File: src/design/mste_pkg.sv
// Package: function codes, controller commands and shared constants.
`default_nettype none
package mste_pkg;
  localparam logic [2:0] FUNC_WR_MEM = 3'd0;
  localparam logic [2:0] FUNC_RD_MEM = 3'd1;
  localparam logic [2:0] FUNC_WR_REG = 3'd2;
  localparam logic [2:0] FUNC_RD_REG = 3'd3;
  localparam logic [2:0] FUNC_SET_PC = 3'd4;
  localparam logic [2:0] FUNC_SWAP   = 3'd5;
  localparam logic [2:0] FUNC_TAS    = 3'd6;
  localparam logic [2:0] FUNC_SVS    = 3'd7;

  localparam logic [7:0] MODE_MASK  = 8'h38;
  localparam logic [7:0] REG_MASK   = 8'h07;
  localparam logic [7:0] IDX_AREG   = 8'h80;
  localparam logic [7:0] IDX_SEL    = 8'h70;
  localparam logic [7:0] IDX_LONG   = 8'h08;
  localparam logic [7:0] BYTE_ONES  = 8'hff;

  // Datapath operation selected by the controller for the current cycle.
  typedef enum logic [3:0] {
    OP_NONE,
    OP_LATCH,     // capture input beat
    OP_DEBUG,     // perform debug function
    OP_MEM_REQ,   // issue memory read at the fetch pointer
    OP_GET_OPW,   // take opcode low byte
    OP_GET_EXT,   // shift in an extension byte
    OP_SWAP,
    OP_EA,        // form effective address
    OP_OPND_REQ,  // issue operand read
    OP_EXEC,      // modify operand, write back
    OP_ILLEGAL
  } op_e;

  typedef struct packed {
    op_e op;
  } cmd_t;

  typedef struct packed {
    logic [2:0] func;
    logic [2:0] mode;
    logic [2:0] rsel;
    logic       illegal;
    logic [2:0] ext_need;  // extension bytes still to fetch
  } stat_t;
endpackage
`default_nettype wire

File: src/design/mste_ctrl.sv
// Controller: sequences fetch, address decode, operand access and handshake.
`default_nettype none
module mste_ctrl (
  input  wire              clk_i,
  input  wire              rst_ni,
  input  wire              in_valid_i,
  output logic             in_ready_o,
  output logic             out_valid_o,
  input  wire              out_ready_i,
  input  mste_pkg::stat_t  stat_i,
  output mste_pkg::cmd_t   cmd_o
);
  import mste_pkg::*;

  typedef enum logic [8:0] {
    S_IDLE  = 9'b000000001,
    S_DISP  = 9'b000000010,
    S_OPW   = 9'b000000100,
    S_EXTR  = 9'b000001000,
    S_EXT   = 9'b000010000,
    S_EA    = 9'b000100000,
    S_OPR   = 9'b001000000,
    S_EXEC  = 9'b010000000,
    S_OUT   = 9'b100000000
  } state_e;

  state_e state_q, state_d;
  logic   dbg_wait_q, dbg_wait_d;

  assign in_ready_o  = (state_q == S_IDLE);
  assign out_valid_o = (state_q == S_OUT) && !dbg_wait_q;

  always_comb begin
    state_d = state_q;
    dbg_wait_d = 1'b0;
    cmd_o.op = OP_NONE;
    unique case (state_q)
      S_IDLE: if (in_valid_i) begin
        cmd_o.op = OP_LATCH;
        state_d = S_DISP;
      end
      S_DISP: begin
        // debug functions finish at once, execute items fetch the opcode byte
        if (stat_i.func <= FUNC_SET_PC) begin
          cmd_o.op = OP_DEBUG;
          state_d = S_OUT;
          dbg_wait_d = 1'b1;
        end else begin
          cmd_o.op = OP_MEM_REQ;
          state_d = S_OPW;
        end
      end
      S_OPW: begin
        if (stat_i.func == FUNC_SWAP) begin
          cmd_o.op = OP_SWAP;
          state_d = S_OUT;
        end else if (stat_i.illegal) begin
          cmd_o.op = OP_ILLEGAL;
          state_d = S_OUT;
        end else begin
          cmd_o.op = OP_GET_OPW;
          state_d = S_EXTR;
        end
      end
      S_EXTR: begin
        cmd_o.op = OP_MEM_REQ;
        state_d = (stat_i.ext_need != 3'd0) ? S_EXT : S_EA;
      end
      S_EXT: begin
        cmd_o.op = OP_GET_EXT;
        state_d = S_EXTR;
      end
      S_EA: begin
        cmd_o.op = OP_EA;
        state_d = S_OPR;
      end
      S_OPR: begin
        cmd_o.op = OP_OPND_REQ;
        state_d = S_EXEC;
      end
      S_EXEC: begin
        cmd_o.op = OP_EXEC;
        state_d = S_OUT;
      end
      S_OUT: if (out_valid_o && out_ready_i) state_d = S_IDLE;
      default: state_d = S_IDLE;
    endcase
  end

  always_ff @(posedge clk_i or negedge rst_ni) begin
    if (!rst_ni) begin
      state_q <= S_IDLE;
      dbg_wait_q <= 1'b0;
    end else begin
      state_q <= state_d;
      dbg_wait_q <= dbg_wait_d;
    end
  end

`ifndef SYNTHESIS
  a_no_accept_busy: assert property (@(posedge clk_i) disable iff (!rst_ni)
    state_q != S_IDLE |-> !in_ready_o) else $error("ready while busy");
  a_out_after_out: assert property (@(posedge clk_i) disable iff (!rst_ni)
    (out_valid_o && out_ready_i) |=> state_q == S_IDLE) else $error("no return to idle");
  a_exec_to_out: assert property (@(posedge clk_i) disable iff (!rst_ni)
    state_q == S_EXEC |=> state_q == S_OUT) else $error("exec not followed by result");
`endif
endmodule
`default_nettype wire

File: config.mk
export PLATFORM = sky130hd
export DESIGN_NAME = mste_ctrl
export DESIGN_NICKNAME = d
export VERILOG_FILES = /design/src/design/mste_pkg.sv /design/src/design/mste_ctrl.sv
export SDC_FILE = /design/constraint.sdc
export NUM_CORES = 1
export LEC_CHECK = 0
export ABC_AREA = 1
export BUFFER_PORTS_ARGS = -buffer_cell sky130_fd_sc_hd__buf_2
export CORE_MARGIN = 2
export CORE_UTILIZATION = 47
export DETAILED_ROUTE_END_ITERATION = 7
export GPL_ROUTABILITY_DRIVEN = 0
export PLACE_DENSITY = 0.76
export SETUP_SLACK_MARGIN = 0.05
export SLEW_MARGIN = 0
export SYNTH_ARGS = -nofsm -noshare
export SYNTH_HDL_FRONTEND = slang
export SYNTH_SLANG_ARGS = --single-unit
File: constraint.sdc
create_clock -name clk_i -period 1.7 [get_ports clk_i]
set_clock_uncertainty 0.2 [all_clocks]
set_input_delay 0.255 -clock clk_i [delete_from_list [all_inputs] [get_ports clk_i]]
set_output_delay 0.255 -clock clk_i [all_outputs]
set_load 0.005 [all_outputs]
==> results of run 1 <==
[worst reg2reg max path, cell delays in order (launching register included)]
cell	delay (ns)
dfrtp_1	0.42
nor2_1	0.14
nand2_2	0.09
inv_4	0.12
nand2_1	0.08
nor2_1	0.15
buf_4	0.14
buf_6	0.09
buf_6	0.08
buf_6	0.08
buf_6	0.07
[cell type report]
class | count | area, µm² | share of cell area (%)
Clock buffer | 4 | 26.3 | 2.47
Tap cell | 15 | 18.8 | 1.76
Timing Repair Buffer | 39 | 278 | 26.1
Multi-Input combinational cell | 65 | 395 | 37.2
Inverter | 24 | 92.6 | 8.71
Sequential cell | 10 | 253 | 23.8
[cells by family (layout without fill, tap and decap cells)]
kind of cell,count (synthesis),after routing,synth area share (%)
simple gates,62,62,45.3
buf+inv,24,67,13.7
flops,10,10,38.3
compound gates,3,3,2.67
[worst min path at each step]
stage                           from  cells past startpoint          to
after floorplan               rst_ni                      0  dbg_wait_q
after detailed placement      rst_ni                      1  state_q[4]
after global routing      in_valid_i                      4  state_q[0]
after global placement        rst_ni                      1  state_q[5]
after CTS                 in_valid_i                      4  state_q[0]
final                     in_valid_i                      4  state_q[0]
[power by group]
part,internal (µW),switching [µW]
registers,286,38.9
logic,338,410
clock network,90.8,88.8
total,715,538
[synth_stat cells]
cell type  count
nand4_1        5
o21bai_1       1
nand3_1       12
nor2_4         1
nor4_2         1
nand3_2        1
dfrtp_1        9
o21ai_1        1
dfstp_2        1
inv_2          7
nor2_2         1
a21oi_1        1
nand2_1       17
nor3_1         3
inv_1         17
nand2_2        2
nor2_1        18
nand3b_1       1
[layer usage]
layer,vias to the layer above,share of wire (%)
li1,401,-
met1,417,37
met2,77,49
met3,18,8.0
met4,0,5.4
met5,-,0
[state kept, by name, indices dropped and copies added (netlist names)]
name,count
state_q,9
dbg_wait_q,1
[timing repair]
item | in CTS | in global routing
endpoints found under the setup margin | 6 | 9
cloned | 0 | 0
hold buffers | 4 | 0
setup buffers | 13 | 3
pin swaps | 6 | 8
gates resized for setup | 8 | 17
endpoints found under the hold margin | 11 | 0
[stage by stage]
step / utilization [%] / cells / instance area [µm²] / setup slack, ns
global route: 81.7 / 157 / 1060 / -0.384
global placement: 59.8 / 133 / 778 / 0.0420
floorplan: - / 99 / 657 / 0.213
CTS: 75.1 / 154 / 977 / -0.214
finish: 81.7 / 157 / 1060 / -0.347
detailed placement: 59.8 / 133 / 778 / 0.0384
[layout by cell type, fill, tap and decap left out]
| master | instances |
|---|---|
| nor3_1 | 2 |
| inv_1 | 17 |
| dfrtp_1 | 8 |
| nand4_1 | 5 |
| nor2_4 | 2 |
| nor3_2 | 1 |
| clkbuf_1 | 1 |
| o21ai_1 | 1 |
| nor2_1 | 15 |
| clkbuf_4 | 3 |
| a21oi_1 | 1 |
| nand2_4 | 2 |
| dfrtp_2 | 1 |
| nand2_2 | 4 |
| inv_2 | 6 |
| nand3_4 | 1 |
| buf_2 | 16 |
| nand3b_1 | 1 |
| dfstp_2 | 1 |
| nand3_1 | 5 |
| dlygate4sd3_1 | 4 |
| nand2_1 | 13 |
| buf_6 | 4 |
| inv_4 | 1 |
| nor2_2 | 3 |
| o21bai_1 | 1 |
| buf_4 | 15 |
| nand3_2 | 7 |
| nor4_2 | 1 |
==> results.tsv, run 1 <==
metric	value	unit
ys_top_cells_by_area	dfrtp_1 (34%), nor2_1 (10%), inv_1 (9.7%), nand2_1 (9.7%), nand3_1 (9.1%)	
ys_types	18	
worstRegToRegCells	10	
overflow	0	
cts_tree	yes	
grt_pass1_wl	3350	µm
status	finished with violations	
fmax	0.488	GHz
drive_gt1_share	47.9	%
crit_required	1.24	ns
hp-class	input pin to flop	
htree_levels	1	
clkLatencyLatePin	0.27	ns
clockBufferDepth	2	
worst_slew_pin_slew	0.312	ns
setup_violations	7	
rsz0062_at_grt	true	
die_y	41.4	µm
cts_sinks	10	
grtUsageTotal	31.1	%
use_met3	6.91	%
die_w	41.4	µm
wl	2620	µm
path_delay_family	simple AND/OR/NAND/NOR gates	
vias	913	
area_growth	61.9	%
nets	160	
syn_area_per_cell	6.64	µm²
grt_use_met1	34.7	%
io_buffers	16	
row_count	13	
antenna_found_initial	0	
die_area	0.00171	mm²
yosysTopAreaCell	dfrtp_1	
finalMaxSlewViolations	0	
synth-seq-cells	10	
setup_tns	-1.75	ns
drc_errors	0	
cp.arrival	1.59	ns
hold_violations	0	
core-area	0.00130	mm²
cp-endpoint	cmd_o[0]	
cpMostUsedCell	inv_2	
syn-num-nets	116	
startpoint	state_q[8]	
crit_type	flop to output port	
min_period	2.05	ns
startpoint_type	flop	
p_leak	0.000629	µW
synth_top_area_share	34.3	%
postSynthCellCount	99	
r2r_start	state_q[7]	
violations	negative setup slack	
use_met2	53.9	%
crit_path_top_delay_cell	dfrtp_2	
wire_per_inst	16.7	µm
power_density	1180	mW/mm²
slew_headroom	79.2	%
max-cap-violations	0	
place_hpwl	1200	µm
cp_cell_sequence	inv_2 -> nand3_1 -> nor2_1 -> nand2_2 -> inv_2 -> nand2_1 -> nand3b_1 -> buf_2	
fin_ws	-0.347	ns
path_depth	8	
antenna_left	0	
synth_seq_area_share	38.3	%
synth_area	657	µm²
diodes	0	
yosysWarnings	0	
start_util	50.5	%
r2r_end	state_q[1]	
grt-busiest-layer	met2	
ir_worst_vdd	0.584	mV
critPathCaptureType	output port	
p_total	1250	µW
clock-root-buffer	clkbuf_4	
num-fill-cells	73	
crit_fanout	4	
io_pins	23	
first_iter_violations	83	
crit_buf_inv	3	
reg2reg_slack	-0.04	ns
cts_buffers	3	
viasPerCell	5.82	
fin_crit_sh	120	%
slowest_delay	0.46	ns
grt_max_degree	11	
grt_pass1_vias	775	
clk_pin_slew	0.08	ns
hold_ws	0.0984	ns
dr.pass1.iters	6	
Note: power is estimated with default switching activity, not from simulation.
==> run 2: changes to the inputs <==
Settings changed: CORE_AREA set to 2 2 39 41, CORE_MARGIN 2 to unset, CORE_UTILIZATION 47 to unset, DIE_AREA set to 0 0 41 43, PLACE_DENSITY 0.76 to 0.79.
Clock period 1.7 ns to 2.5 ns, I/O delays scaled along.
==> run 2 against run 1 <==
The flow now finishes without violations. Hold slack lost 0.027 ns. Clock power shrank 17%. Die area grew 2.9%. Critical path depth is the same. Sequential power shrank 34%. Flip-flop and latch count is the same. Total power shrank 50%. Cell area shrank 24%. Setup slack gained 0.72 ns. Register-to-register slack gained 1.1 ns. Routed wire length shrank 49%. Critical path type unchanged.
==> results.tsv, run 2 (synthesized netlist as in run 1, its figures left out) <==
metric	value	unit	change
rsz0062_at_grt	false		was true
grt_pass1_wl	2260	µm	was 3350 µm
p_comb_share	41.9	%	was 59.8%
crit_fanout	6		was 4
min_period	2.13	ns	
cts-resized-gates	0		was 8
fmax	0.470	GHz	
top_register	state_q		unchanged
slowest_delay	0.54	ns	was 0.46 ns
grt_max_degree	11		unchanged
row_count	14		was 13
postCtsSetupBuffers	0		was 13
cp_cell_sequence	inv_2 -> nand2_2 -> nor2_4 -> nand3_1 -> nand2_1 -> nor2_1 -> nand3b_1 -> buf_2		was inv_2 -> nand3_1 -> nor2_1 -> nand2_2 -> inv_2 -> nand2_1 -> nand3b_1 -> buf_2
reg2reg_slack	1.06	ns	was -0.04 ns
clkPwrFrac	23.9	%	was 14.3%
power_density	778	mW/mm²	was 1180 mW/mm²
area_growth	22.3	%	was 61.9%
io_pins	23		unchanged
dp_cells	131		was 133
crit_required	1.92	ns	was 1.24 ns
first_iter_violations	15		was 83
largest_reg_flops	9		unchanged
setup_violations	0		was 7
hp-class	input pin to flop		unchanged
clkLatencyLatePin	0.27	ns	about the same
die_area	0.00176	mm²	was 0.00171 mm²
wl	1330	µm	was 2620 µm
slew_headroom	80.8	%	was 79.2%
largestRegisters	state_q x9, dbg_wait_q x1		unchanged
worst_slew_pin_slew	0.286	ns	was 0.312 ns
diodes	0		unchanged
overflow	0		unchanged
r2r_start	state_q[0]		was state_q[7]
crit_path_top_delay_cell	dfstp_2		was dfrtp_2
grtUsageTotal	19.0	%	was 31.1%
net-switching-power	243	µW	was 538 µW
vias	686		was 913
place_hpwl	1030	µm	was 1200 µm
ir_worst_vdd	0.438	mV	was 0.584 mV
p_leak	0.000520	µW	was 0.000629 µW
worstRegToRegCells	8		was 10
start_util	47.5	%	was 50.5%
status	completed		was finished with violations
die_w	41	µm	was 41.4 µm
cts_sinks	10		unchanged
layout_commonest_cell	nor2_1		was inv_1
clock-root-buffer	clkbuf_4		unchanged
die_y	43	µm	was 41.4 µm
r2r_end	state_q[0]		was state_q[1]
max-cap-violations	0		unchanged
finalMaxSlewViolations	0		unchanged
startpoint_type	flop		unchanged
critPathCaptureType	output port		unchanged
hold_depth	2		was 4
nets	138		was 160
cts_hold_buf	1		was 4
drive_gt1_share	28.3	%	was 47.9%
antenna_found_initial	0		unchanged
core-area	0.00138	mm²	was 0.00130 mm²
power.internal	382	µW	was 715 µW
setup_tns	0	ns	was -1.75 ns
drc_errors	0		unchanged
antenna_left	0		unchanged
fin_cells	136		was 157
cts_tree	yes		unchanged
switching_share	38.9	%	was 42.9%
viasPerCell	5.04		was 5.82
hold_violations	0		unchanged
clockBufferDepth	2		unchanged
dr.pass1.iters	5		was 6
num-fill-cells	133		was 73
fin_crit_sh	85.2	%	
power.share.sequential	34.2	%	was 25.9%
htree_levels	1		unchanged
final_cell_mix	nor2_1 (18), nand2_1 (17), inv_1 (17)		was inv_1 (17), buf_2 (16), nor2_1 (15), buf_4 (15), nand2_1 (13)
grt_pass1_vias	573		was 775
clk_pin_slew	0.07	ns	was 0.08 ns
hold_path_end	state_q[5]		was state_q[0]
cp.arrival	1.55	ns	was 1.59 ns
holdCritStartpoint	stat_i[0]		was in_valid_i
io_buffers	16		unchanged
crit_type	flop to output port		unchanged
cts_buffers	3		unchanged
wire_per_inst	9.77	µm	was 16.7 µm
==> run 2: critical path, delay by kind of cell, from the launching register on <==
family,cells,cell delay (ns)
and+or+nand+nor,6,0.57
DFF,1,0.54
buffers and inverters,2,0.17
==> run 2: worst max-delay path by stage <==
| stage | from | to | depth (start not counted) |
|---|---|---|---|
| after floorplan | state_q[0] | cmd_o[0] | 7 |
| after global placement | state_q[0] | cmd_o[0] | 8 |
| after detailed placement | state_q[0] | cmd_o[0] | 8 |
| after CTS | state_q[0] | cmd_o[0] | 8 |
| after global routing | state_q[0] | cmd_o[0] | 8 |
| final | state_q[0] | cmd_o[0] | 8 |
==> run 2: layout make-up <==
class	instances	area (µm²)	area share (%)
inverter	24	90.1	11.2
tap	16	20.0	2.49
sequential	10	251	31.3
multi-input combinational	65	315	39.3
clock buffer	4	36.3	4.52
timing repair buffer	17	90.1	11.2
==> run 2: layer usage <==
layer  wire (µm)  vias up  track usage [%]
li1            -      353                -
met1         573      301             25.4
met2         626       27             28.1
met3          84        5             3.14
met4          46        0             10.0
met5           0        -                0
==> run 2: through the flow <==
step | hold WS (ns) | worst slack, ns | util, % | power, µW | instance area [µm²]
finish | 0.0718 | 0.371 | 58.0 | 625 | 803
detailed placement | 0.0451 | 0.673 | 54.7 | 474 | 757
CTS | 0.0709 | 0.369 | 58.0 | 625 | 803
global route | 0.0834 | 0.272 | 58.0 | 679 | 803
floorplan | -0.121 | 0.893 | - | 405 | 657
global placement | 0.0466 | 0.686 | 54.7 | 471 | 757
==> run 2: power groups by stage <==
stage	clock network (µW)	logic [µW]	registers, µW
3_5_place_dp	0	257	217
4_1_cts	151	261	214
3_3_place_gp	0	255	216
5_1_grt	159	302	217
6_report	149	262	214
2_1_floorplan	0	192	213
